$ cat src/design/cte_pkg.sv
// Shared types and codes for the character translate engine.
`default_nettype none
package cte_pkg;

  localparam int CP_BITS       = 21;
  localparam int KIND_BITS     = 2;
  localparam int FUNC_BITS     = 2;
  localparam int MCOUNT_BITS   = 16;
  localparam int DEPTH_DEFAULT = 256;
  localparam int COUNT_DEFAULT = 16;
  localparam int ADDR_BITS     = 4;
  localparam int DATA_BITS     = 32;

  localparam logic [FUNC_BITS-1:0] FN_CLEAR     = 2'd0;
  localparam logic [FUNC_BITS-1:0] FN_APPEND    = 2'd1;
  localparam logic [FUNC_BITS-1:0] FN_TRANSLATE = 2'd2;

  localparam logic [KIND_BITS-1:0] KIND_CHAR   = 2'd0;
  localparam logic [KIND_BITS-1:0] KIND_KEEP   = 2'd1;
  localparam logic [KIND_BITS-1:0] KIND_DELETE = 2'd2;

  localparam logic [1:0] REG_COMPLEMENT = 2'd0;
  localparam logic [1:0] REG_DELETE     = 2'd1;
  localparam logic [1:0] REG_SQUASH     = 2'd2;

  // One transaction as it moves along the cell chain.
  typedef struct packed {
    logic [FUNC_BITS-1:0] func;
    logic [CP_BITS-1:0]   code;
    logic                 last;
    logic                 found;
    logic [KIND_BITS-1:0] kind;
    logic [CP_BITS-1:0]   repl;
    logic [KIND_BITS-1:0] tail_kind;
    logic [CP_BITS-1:0]   tail_repl;
  } item_t;

  typedef struct packed {
    logic complement_mode;
    logic delete_mode;
    logic squash_mode;
  } cfg_t;

  typedef struct packed {
    logic                   emit;
    logic [CP_BITS-1:0]     out_char;
    logic                   matched;
    logic [MCOUNT_BITS-1:0] match_count;
    logic                   status;
  } res_t;

endpackage
`default_nettype wire

$ cat src/design/cte_cell.sv
// One table cell: holds a single entry and passes each transaction on.
`default_nettype none
module cte_cell
  import cte_pkg::*;
#(
  parameter int TABLE_DEPTH = DEPTH_DEFAULT,
  parameter int IDX         = 0,
  localparam int TW         = $clog2(TABLE_DEPTH + 1)
) (
  input  wire logic          clk,
  input  wire logic          rst,
  input  wire logic          adv,
  input  wire logic          valid_in,
  input  wire item_t         item_in,
  input  wire logic [TW-1:0] total_in,
  output      logic          valid_out,
  output      item_t         item_out,
  output      logic [TW-1:0] total_out
);

  localparam logic [TW-1:0] MY_IDX  = TW'(IDX);
  localparam logic [TW-1:0] MY_NEXT = TW'(IDX + 1);

  logic [CP_BITS-1:0]   src;
  logic [CP_BITS-1:0]   repl;
  logic [KIND_BITS-1:0] kind;
  item_t                item_next;
  logic                 live;

  assign live = MY_IDX < total_in;

  always_comb begin
    item_next = item_in;
    if (item_in.func == FN_TRANSLATE && live) begin
      if (!item_in.found && src == item_in.code) begin
        item_next.found = 1'b1;
        item_next.kind  = kind;
        item_next.repl  = repl;
      end
      // The highest loaded entry supplies the complement replacement.
      if (total_in == MY_NEXT) begin
        item_next.tail_kind = kind;
        item_next.tail_repl = repl;
      end
    end
  end

  always_ff @(posedge clk) begin
    if (rst) begin
      valid_out <= 1'b0;
    end else if (adv) begin
      valid_out <= valid_in;
    end
  end

  always_ff @(posedge clk) begin
    if (adv) begin
      item_out  <= item_next;
      total_out <= total_in;
      if (valid_in && item_in.func == FN_APPEND && total_in == MY_IDX) begin
        src  <= item_in.code;
        repl <= item_in.repl;
        kind <= item_in.kind;
      end
    end
  end

endmodule
`default_nettype wire

$ cat config.mk
export PLATFORM = sky130hd
export DESIGN_NAME = cte_cell
export DESIGN_NICKNAME = d
export VERILOG_FILES = /design/src/design/cte_pkg.sv /design/src/design/cte_cell.sv
export SDC_FILE = /design/constraint.sdc
export NUM_CORES = 1
export LEC_CHECK = 0
export BUFFER_PORTS_ARGS = -buffer_cell sky130_fd_sc_hd__clkbuf_2
export CAP_MARGIN = 40
export CELL_PAD_IN_SITES_DETAIL_PLACEMENT = 1
export CELL_PAD_IN_SITES_GLOBAL_PLACEMENT = 2
export CORE_MARGIN = 1
export CORE_UTILIZATION = 35
export CTS_CLUSTER_DIAMETER = 30
export DETAILED_ROUTE_END_ITERATION = 12
export PLACE_DENSITY_LB_ADDON = 0.1
export SETUP_SLACK_MARGIN = 0.4
export SLEW_MARGIN = 20
export SYNTH_ARGS = -nofsm -noshare
export SYNTH_HDL_FRONTEND = slang
export SYNTH_SLANG_ARGS = --single-unit
$ cat constraint.sdc
create_clock -name clk -period 7.9 [get_ports clk]
set_input_delay 0.79 -clock clk [delete_from_list [all_inputs] [get_ports clk]]
set_output_delay 0.79 -clock clk [all_outputs]
set_load 0.005 [all_outputs]
==> flow_summary.json <==
{
  "status": "completed",
  "holdCritStartpoint": "valid_out",
  "cap_violations": 0,
  "tightest_slew_ps": 617,
  "place_hpwl_mm": 6.92,
  "clkTransAtPathRegs_ps": 50,
  "fp-row-count": 41,
  "final_cell_mix": "clkbuf_2, edfxtp_1, mux2_2",
  "finalCritPeriodShare": 0.365,
  "grt_pass1_wl_mm": 14.6,
  "cts_buffer_depth": 2,
  "final.setup.tns_ps": 0,
  "min_path_cells": 2,
  "setup_viol": 0,
  "critPathLaunchType": "primary input",
  "yosysWarnings": 0,
  "antenna_found_initial": 0,
  "leakagePower_nw": 2.45,
  "cts_hold_buf": 0,
  "ios": 165,
  "avgRoutedWirePerCell_microns": 17.1,
  "cts_buffers": 17,
  "fin_ws_ps": 5010,
  "ir_worst_vdd_mv": 0.137,
  "critPathSlowestCell": "buf_4",
  "hold_viol": 0,
  "drt_pass1_iterations": 4,
  "cts.sinks": 125,
  "grt_use_total": 0.154,
  "r2r_slack_ps": 5370,
  "multi_input_area_sq_um": 840,
  "grt_pass1_vias": 2743,
  "placed_area_sq_um": 5660,
  "syn_to_final_growth_pct": 34.2,
  "max_freq_mhz": 346,
  "seqCellArea_sq_um": 3740,
  "path_max_fanout": 40,
  "postLayoutCellArea_sq_um": 6200,
  "die_h_microns": 117,
  "syn_inst": 216,
  "synthTopCellsByArea": "edfxtp_1, mux2_2, xor2_1",
  "pre_cts_ws_ps": 4570,
  "core_sq_um": 12700,
  "synth_cell_types": 20,
  "hold_end": "valid_out",
  "synth.top_cell.area_share": 0.807,
  "cts_setup_buffers": 0,
  "rsz0062_at_grt": "no",
  "ctsResizeCount": 0,
  "synth_top_area_cell": "edfxtp_1",
  "io_buffers": 164,
  "die-area_sq_um": 13700,
  "total_power_mw": 1.58,
  "cts_tree": "built",
  "synth.avg_cell_area_sq_um": 21.4,
  "seq_area_frac_synth": 0.811,
  "max_slew_margin": 0.589,
  "nets": 483,
  "hold_class": "reg -> reg",
  "synth_area_sq_um": 4620,
  "grt_overflow": 0,
  "gp_congestion": 0.652,
  "crit_required_ps": 7950,
  "hold_slack_ps": 475,
  "final_layout_size_suffix_gt1_frac": 0.567,
  "timing.rr.end": "item_out[37]",
  "grt_max_degree": 48,
  "ant_nets": 0,
  "fillCellCount": 1277,
  "reg2reg_depth": 6,
  "crit_type": "in -> reg",
  "crit_arrival_ps": 2940,
  "dr_total_vias": 2650,
  "endpoint_kind": "flop",
  "syn-num-nets": 300,
  "h-tree-depth": 4,
  "clk_latency_ps": 420,
  "initial_core_util": 0.363,
  "mostFrequentLayoutCell": "clkbuf_2",
  "drt_iter0_drc": 77,
  "drv_slew": 0,
  "r2r-start": "src[14]",
  "period_minus_slack_ps": 2890,
  "cp_cell_sequence": "clkbuf_2 -> or4_1 -> nor3_2 -> nor4b_2 -> buf_4",
  "drc_errors": 0,
  "viasPerCell": 4.55,
  "die_w_microns": 117,
  "drt-total-wl_mm": 9.98,
  "root_buffer": "clkbuf_16",
  "synth-seq-cells": 125,
  "skew_ps": 6.74,
  "diodes": 0,
  "slowest_delay_ps": 580,
  "power_density_nw_per_um2": 255
}
logic make-up after synthesis:
logic type      share of synthesized area
compound gates                    0.00271
xor+xnor                           0.0398
buf+inv                           0.00867
flops                               0.811
mux                                 0.112
simple gates                       0.0257
cells in the mapped netlist, drive strengths merged:
master	n
a21oi	1
nand2	1
xor2	20
dfxtp	1
nor2	1
nor4	6
o31ai	1
nand2b	1
nand4	3
nor3	1
xnor2	1
inv	2
mux2	46
nor4b	1
edfxtp	124
or4	2
buf	4
report_power, final:
part           switching, mW  internal [mW]  total [mW]
sequential           0.00884          0.768       0.777
combinational         0.0448         0.0464      0.0912
clock                  0.260          0.452       0.712
total                  0.314           1.27        1.58
registers in the layout, indices dropped and copies added, names as in the netlist:
name and cells:
src 21, item_out 71, valid_out 1, total_out 9, kind 2, repl 21
per-layer routing:
metal / global-route usage / up-vias / share of wire
li1: - / 1226 / -
met1: 0.170 / 1296 / 0.40
met2: 0.242 / 112 / 0.49
met3: 0.0778 / 16 / 0.090
met4: 0.0835 / 0 / 0.016
met5: 0 / - / 0
final cells by class:
cell class,count,area share
Tap cell,172,0.0347
Inverter,2,0.00121
Clock inverter,12,0.0168
Multi-Input combinational cell,85,0.136
Sequential cell,125,0.604
Clock buffer,19,0.0699
Timing Repair Buffer,168,0.138
worst max-delay path by stage:
stage	start	to	slack, ps	cells past startpoint
final	total_in[1]	repl[18]	5010	5
after global routing	total_in[1]	repl[13]	4880	5
after CTS	total_in[1]	repl[13]	4990	5
after detailed placement	total_in[1]	repl[11]	4570	5
after global placement	total_in[1]	repl[14]	4670	5
after floorplan	total_in[1]	kind[0]	1060	3
metrics by stage:
step	utilization	std cells
finish	0.487	583
global route	0.487	583
CTS	0.487	583
detailed placement	0.445	552
global placement	0.445	552
floorplan	-	216
worst max-delay path: cells and delay by family:
| kind | cells | cell delay [ps] |
|---|---|---|
| buffers and inverters | 2 | 670 |
| AND/OR/NAND/NOR | 3 | 1450 |
Note: power is estimated with default switching activity, not from simulation.
