**config.mk**
```make
export PLATFORM = sky130hd
export DESIGN_NAME = cte_tail
export DESIGN_NICKNAME = d
export VERILOG_FILES = /design/src/design/cte_pkg.sv /design/src/design/cte_tail.sv
export SDC_FILE = /design/constraint.sdc
export NUM_CORES = 1
export LEC_CHECK = 0
export ABC_AREA = 1
export BUFFER_PORTS_ARGS = -buffer_cell sky130_fd_sc_hd__buf_2
export CORE_MARGIN = 2
export CORE_UTILIZATION = 45
export DETAILED_ROUTE_END_ITERATION = 8
export HOLD_SLACK_MARGIN = 0.1
export PLACE_DENSITY = 0.72
export RECOVER_POWER = 50
export SYNTH_ARGS = -nofsm -noshare
export SYNTH_HDL_FRONTEND = slang
export SYNTH_SLANG_ARGS = --single-unit
```
**constraint.sdc**
```tcl
create_clock -name clk -period 4.1 [get_ports clk]
set_clock_uncertainty 0.2 [all_clocks]
set_input_delay 0.82 -clock clk [delete_from_list [all_inputs] [get_ports clk]]
set_output_delay 0.82 -clock clk [all_outputs]
set_load 0.01 [all_outputs]
```
**src/design/cte_pkg.sv**
```systemverilog
// Shared types and codes for the character translate engine.
`default_nettype none
package cte_pkg;

  localparam int CP_BITS       = 21;
  localparam int KIND_BITS     = 2;
  localparam int FUNC_BITS     = 2;
  localparam int MCOUNT_BITS   = 16;
  localparam int DEPTH_DEFAULT = 256;
  localparam int COUNT_DEFAULT = 16;
  localparam int ADDR_BITS     = 4;
  localparam int DATA_BITS     = 32;

  localparam logic [FUNC_BITS-1:0] FN_CLEAR     = 2'd0;
  localparam logic [FUNC_BITS-1:0] FN_APPEND    = 2'd1;
  localparam logic [FUNC_BITS-1:0] FN_TRANSLATE = 2'd2;

  localparam logic [KIND_BITS-1:0] KIND_CHAR   = 2'd0;
  localparam logic [KIND_BITS-1:0] KIND_KEEP   = 2'd1;
  localparam logic [KIND_BITS-1:0] KIND_DELETE = 2'd2;

  localparam logic [1:0] REG_COMPLEMENT = 2'd0;
  localparam logic [1:0] REG_DELETE     = 2'd1;
  localparam logic [1:0] REG_SQUASH     = 2'd2;

  // One transaction as it moves along the cell chain.
  typedef struct packed {
    logic [FUNC_BITS-1:0] func;
    logic [CP_BITS-1:0]   code;
    logic                 last;
    logic                 found;
    logic [KIND_BITS-1:0] kind;
    logic [CP_BITS-1:0]   repl;
    logic [KIND_BITS-1:0] tail_kind;
    logic [CP_BITS-1:0]   tail_repl;
  } item_t;

  typedef struct packed {
    logic complement_mode;
    logic delete_mode;
    logic squash_mode;
  } cfg_t;

  typedef struct packed {
    logic                   emit;
    logic [CP_BITS-1:0]     out_char;
    logic                   matched;
    logic [MCOUNT_BITS-1:0] match_count;
    logic                   status;
  } res_t;

endpackage
`default_nettype wire

```
**src/design/cte_tail.sv**
```systemverilog
// Result stage: resolves the replacement, squash and match count.
`default_nettype none
module cte_tail
  import cte_pkg::*;
#(
  parameter int TABLE_DEPTH = DEPTH_DEFAULT,
  parameter int COUNT_BITS  = COUNT_DEFAULT,
  localparam int TW         = $clog2(TABLE_DEPTH + 1)
) (
  input  wire logic          clk,
  input  wire logic          rst,
  input  wire logic          valid_in,
  input  wire item_t         item,
  input  wire logic [TW-1:0] total,
  input  wire cfg_t          cfg,
  input  wire logic          out_stall,
  output      logic          adv,
  output      logic          out_valid,
  output      res_t          res
);

  localparam logic [TW-1:0] FULL = TW'(TABLE_DEPTH);

  logic [COUNT_BITS-1:0]    running;
  logic [COUNT_BITS-1:0]    running_next;
  logic [CP_BITS-1:0]       prev_out;
  logic                     prev_valid;
  logic                     match;
  logic [KIND_BITS-1:0]     sel_kind;
  logic [CP_BITS-1:0]       sel_repl;
  logic [CP_BITS-1:0]       result;
  logic [COUNT_BITS+15:0]   wide_count;
  logic                     squashed;
  res_t                     res_next;

  assign adv = !out_valid || !out_stall;

  always_comb begin
    match    = 1'b0;
    sel_kind = KIND_KEEP;
    sel_repl = '0;
    if (!cfg.complement_mode) begin
      if (item.found) begin
        match    = 1'b1;
        sel_kind = item.kind;
        sel_repl = item.repl;
      end
    end else if (!item.found) begin
      match = 1'b1;
      if (cfg.delete_mode) begin
        sel_kind = KIND_DELETE;
      end else if (total != '0) begin
        sel_kind = item.tail_kind;
        sel_repl = item.tail_repl;
      end
    end
    result = (sel_kind == KIND_CHAR) ? sel_repl : item.code;

    running_next = running;
    if (match && running != '1) begin
      running_next = running + COUNT_BITS'(1);
    end
    wide_count = {16'b0, running_next};
    squashed   = cfg.squash_mode && prev_valid && prev_out == result;

    res_next = '0;
    case (item.func)
      FN_APPEND: begin
        res_next.status = (total == FULL);
      end
      FN_TRANSLATE: begin
        res_next.matched     = match;
        res_next.match_count = (wide_count > (COUNT_BITS+16)'(17'h0FFFF))
                               ? 16'hFFFF : wide_count[15:0];
        if (!match) begin
          res_next.emit     = 1'b1;
          res_next.out_char = item.code;
        end else if (sel_kind != KIND_DELETE && !squashed) begin
          res_next.emit     = 1'b1;
          res_next.out_char = result;
        end
      end
      default: begin
        res_next = '0;
      end
    endcase
  end

  always_ff @(posedge clk) begin
    if (rst) begin
      out_valid  <= 1'b0;
      running    <= '0;
      prev_out   <= '0;
      prev_valid <= 1'b0;
    end else if (adv) begin
      out_valid <= valid_in;
      if (valid_in && item.func == FN_TRANSLATE) begin
        prev_out <= result;
        if (item.last) begin
          running    <= '0;
          prev_valid <= 1'b0;
        end else begin
          running    <= running_next;
          prev_valid <= 1'b1;
        end
      end
    end
  end

  always_ff @(posedge clk) begin
    if (adv) begin
      res <= res_next;
    end
  end

endmodule
`default_nettype wire

```
==> PnR_summary.wiki <==
{| class="wikitable"
! Metric !! Value
|-
| Outcome || finished clean
|-
| CTS Hold Buffers Added || 0
|-
| Overall global routing resource usage || 0.223
|-
| Count of synthesis-stage warnings from yosys || 0
|-
| Unrepaired setup endpoints after global routing || false
|-
| # placed instances || 915
|-
| Critical path buffers and inverters || 1
|-
| Remaining routing DRC violations || 0
|-
| Worst flop-to-flop path startpoint || running[0]
|-
| Max-slew violation count || 0
|-
| Number of diodes || 0
|-
| Category of cells accounting for the largest share of critical-path delay || simple AND/OR/NAND/NOR gates
|-
| Detailed placer's ending HPWL || 8870 um
|-
| Setup crit end kind || flop
|-
| Layout filler cell count || 1,028
|-
| Die area || 11,100 sq um
|-
| Most frequent cell on the critical path || sky130_fd_sc_hd__nand2_1
|-
| Number of nets with antenna violations after routing || 0
|-
| Initial core utilization || 0.455
|-
| Maximum fanout along the worst path || 35
|-
| Library cell with the largest summed area after synthesis || sky130_fd_sc_hd__edfxtp_1
|-
| Nets || 878
|-
| Number of global-route vias before repair || 4,454
|-
| Crit Path Category || in -> reg
|-
| Crit start category || input port
|-
| Maximum vdd ir drop || 0.000183 V
|-
| Number of distinct library cell variants in the gate-level netlist after synthesis || 32
|-
| Count of clock tree sinks || 79
|-
| Maximum count of clock buffers along a single path || 2
|-
| Max stage delay on crit path || 390 ps
|-
| CTS Buf Count || 9
|-
| Period utilization || 0.824
|-
| Number of top-level design ports || 129
|-
| Type of the worst min-delay path || reg -> reg
|-
| Largest net degree at the start of global routing || 52
|-
| Setup Total Neg Slack || 0 ps
|-
| Final setup fails || 0
|-
| Avg Vias per Cell || about 5.0
|-
| Multi-input gate area || between 2000 and 2500 sq um
|-
| GRT overflow || 0
|-
| Power density relative to cell area || ~330 nW/um^2
|-
| Clock transition at path regs || 80 ps
|-
| Post-route standard cell area excluding fillers || 5550 sq um
|-
| Cells resized by post-CTS repair || 0
|-
| Starting DRT DRC Count || roughly 290
|-
| Min cycle time layout || 3380 ps
|-
| Pleak || 2.78 nW
|-
| Average instance area after synthesis || 6.88 sq um
|-
| Final weighted congestion in routability-driven placement || slightly below 0.9
|-
| First-pass GRT wire length || roughly 20,000 um
|-
| PortBufs || approximately 130
|-
| Worst endpoint data arrival time || about 3300 ps
|-
| Standard cell with the maximum stage delay on the critical path || sky130_fd_sc_hd__o21ai_1
|-
| Synthesis-stage register bit count || around 80
|-
| Chip width || 106 um
|-
| Most frequent standard cell in the layout excluding fill and tap cells || sky130_fd_sc_hd__nand2_1
|-
| Die Span Y || 106 um
|-
| Total via count in the routed design || ~4,600
|-
| Req. time, crit path || 3990 ps
|-
| Share of the yosys chip area belonging to registers || 0.427
|-
| First-pass iteration count of the detailed router || 5
|-
| Area Growth Syn to Fin || 19.7%
|-
| Relative slew margins || 0.0668
|-
| Initial antenna violation count || 0
|-
| Synthesized area || 4640 sq um
|-
| CORE AREA || 10,200 sq um
|-
| Final routed wirelength across all metal layers || 12,000 um
|-
| Skew-Pair Late Insertion Delay || 350 ps
|-
| Fin cells || approximately 930
|-
| Highest clock rate || roughly 300 MHz
|-
| Design Power || 1.86 mW
|-
| Actual slew at the worst max-slew pin || 1400 ps
|-
| Root buffer cell || sky130_fd_sc_hd__clkbuf_8
|-
| Fraction of final layout cells with drive strength greater than 1 || 0.153
|-
| Worst hold path startpoint || prev_valid
|-
| Commonest cells after routing, fill and taps aside || sky130_fd_sc_hd__nand2_1, sky130_fd_sc_hd__inv_1, sky130_fd_sc_hd__buf_2
|-
| Cell Area, Placed || 5370 sq um
|-
| Cell chain of the critical path || buf_2, nor2_1, nand2_1, nor2_1, nand2_1, nand2_1, nand2_1, a21oi_4, nand3_4, o21ai_1, nand2_1, nand2_1, nand2_1, nor2_1, nand3_1, nand2_1, nand2_1, nand2_2, nor2_1
|-
| H-tree depth || 3
|-
| Final Hold Vio Count || 0
|-
| Mean routed wirelength per cell || 12.9 um
|-
| Cells taking the most area after synthesis || sky130_fd_sc_hd__edfxtp_1, sky130_fd_sc_hd__dfxtp_1, sky130_fd_sc_hd__nand2_1, sky130_fd_sc_hd__inv_1, sky130_fd_sc_hd__nor2_1
|-
| Max Cap Viol || 0
|-
| TritonCTS clock tree || built
|-
| Post-Synthesis Net Count || 762
|-
| Launching element of the worst setup path || total[1]
|-
| Number of cells produced by synthesis || 674
|-
| Number of buffers inserted by post-CTS setup repair || 0
|-
| Rows || 37
|-
| Portion of synthesized cell area occupied by the leading cell type || 0.259
|-
| Sequential Area || 1980 sq um
|}
## cells in the mapped netlist
cell and number:
sky130_fd_sc_hd__a21oi_1 36, sky130_fd_sc_hd__a21oi_4 1, sky130_fd_sc_hd__a2bb2oi_1 1, sky130_fd_sc_hd__a31oi_1 2, sky130_fd_sc_hd__buf_2 6, sky130_fd_sc_hd__buf_4 2
sky130_fd_sc_hd__buf_6 1, sky130_fd_sc_hd__clkbuf_1 22, sky130_fd_sc_hd__clkinv_1 1, sky130_fd_sc_hd__dfxtp_1 39, sky130_fd_sc_hd__edfxtp_1 40, sky130_fd_sc_hd__ha_1 1
sky130_fd_sc_hd__inv_1 122, sky130_fd_sc_hd__inv_2 1, sky130_fd_sc_hd__nand2_1 166, sky130_fd_sc_hd__nand2_2 1, sky130_fd_sc_hd__nand3_1 55, sky130_fd_sc_hd__nand3_4 1
sky130_fd_sc_hd__nand3b_1 2, sky130_fd_sc_hd__nand4_1 33, sky130_fd_sc_hd__nor2_1 78, sky130_fd_sc_hd__nor3_1 2, sky130_fd_sc_hd__nor4_1 1, sky130_fd_sc_hd__o211ai_1 1
sky130_fd_sc_hd__o21ai_0 29, sky130_fd_sc_hd__o21ai_1 4, sky130_fd_sc_hd__o22ai_1 5, sky130_fd_sc_hd__o31ai_1 1, sky130_fd_sc_hd__or2_1 1, sky130_fd_sc_hd__or2_2 6
sky130_fd_sc_hd__xnor2_1 4, sky130_fd_sc_hd__xor2_1 9
## metrics by stage
step | worst slack, ps | utilization | hold WS, ps
after floorplan | 723 | - | 246
after global placement | 442 | 0.528 | 272
after detailed placement | 335 | 0.528 | 289
after CTS | 710 | 0.550 | 306
after global routing | 253 | 0.545 | 344
final | 722 | 0.545 | 300
## flip-flops by register name, summed over array words and instances, names as in the netlist
name,cells
out_valid,1
prev_out,21
running,16
prev_valid,1
res,40
## worst register-to-register path, cell delays in order, from the launching register on
cell and delay (ps):
sky130_fd_sc_hd__dfxtp_1 350, sky130_fd_sc_hd__ha_1 220, sky130_fd_sc_hd__nand3_1 110, sky130_fd_sc_hd__inv_1 90, sky130_fd_sc_hd__nand3_1 120, sky130_fd_sc_hd__o21ai_1 170, sky130_fd_sc_hd__nor4_1 410, sky130_fd_sc_hd__nand3_1 180
sky130_fd_sc_hd__nand3b_1 220, sky130_fd_sc_hd__xor2_1 160, sky130_fd_sc_hd__or2_1 210, sky130_fd_sc_hd__a21oi_1 110
## final cells by class
cell class                      count  share of cell area
Timing Repair Buffer              136               0.117
Sequential cell                    79               0.357
Multi-Input combinational cell    440               0.370
Clock buffer                       11              0.0273
Tap cell                          136              0.0307
Clock inverter                      5              0.0144
Inverter                          124              0.0838
## path summary, 6_finish.rpt
check                endpoint  slack [ps]  depth (start not counted)
hold / removal     prev_valid         300                          2
hold reg to reg    prev_valid         300                          2
setup reg to reg  running[15]        1460                         11
setup / recovery      res[27]         720                         19
## power breakdown
part	leakage [nW]	switching, mW	internal (mW)
clock	0.113	0.288	0.375
sequential	0.777	0.0148	0.868
combinational	1.89	0.203	0.107
total	2.78	0.505	1.35
## cells by family (layout without fill, tap and decap cells)
family                   count (synthesis)  count (layout)  share of synthesized area
flip-flops                              79              79                      0.427
buffers and inverters                  155             276                      0.130
adder cells (fa/ha/maj)                  1               1                    0.00270
AO/OA/AOI/OAI                           80              80                     0.0925
XOR/XNOR                                13              13                     0.0245
AND/OR/NAND/NOR                        346             346                      0.323
## per-layer routing
| metal | part of all wire | vias to the layer above | GRT usage | wire length [um] |
|---|---|---|---|---|
| met5 | 0 | - | 0 | 0 |
| met4 | 0.026 | 0 | 0.0883 | 311 |
| met3 | 0.050 | 26 | 0.0334 | 603 |
| met2 | 0.48 | 139 | 0.380 | 5720 |
| met1 | 0.45 | 2080 | 0.284 | 5340 |
| li1 | - | 2378 | - | - |
Note: power is estimated with default switching activity, not from simulation.
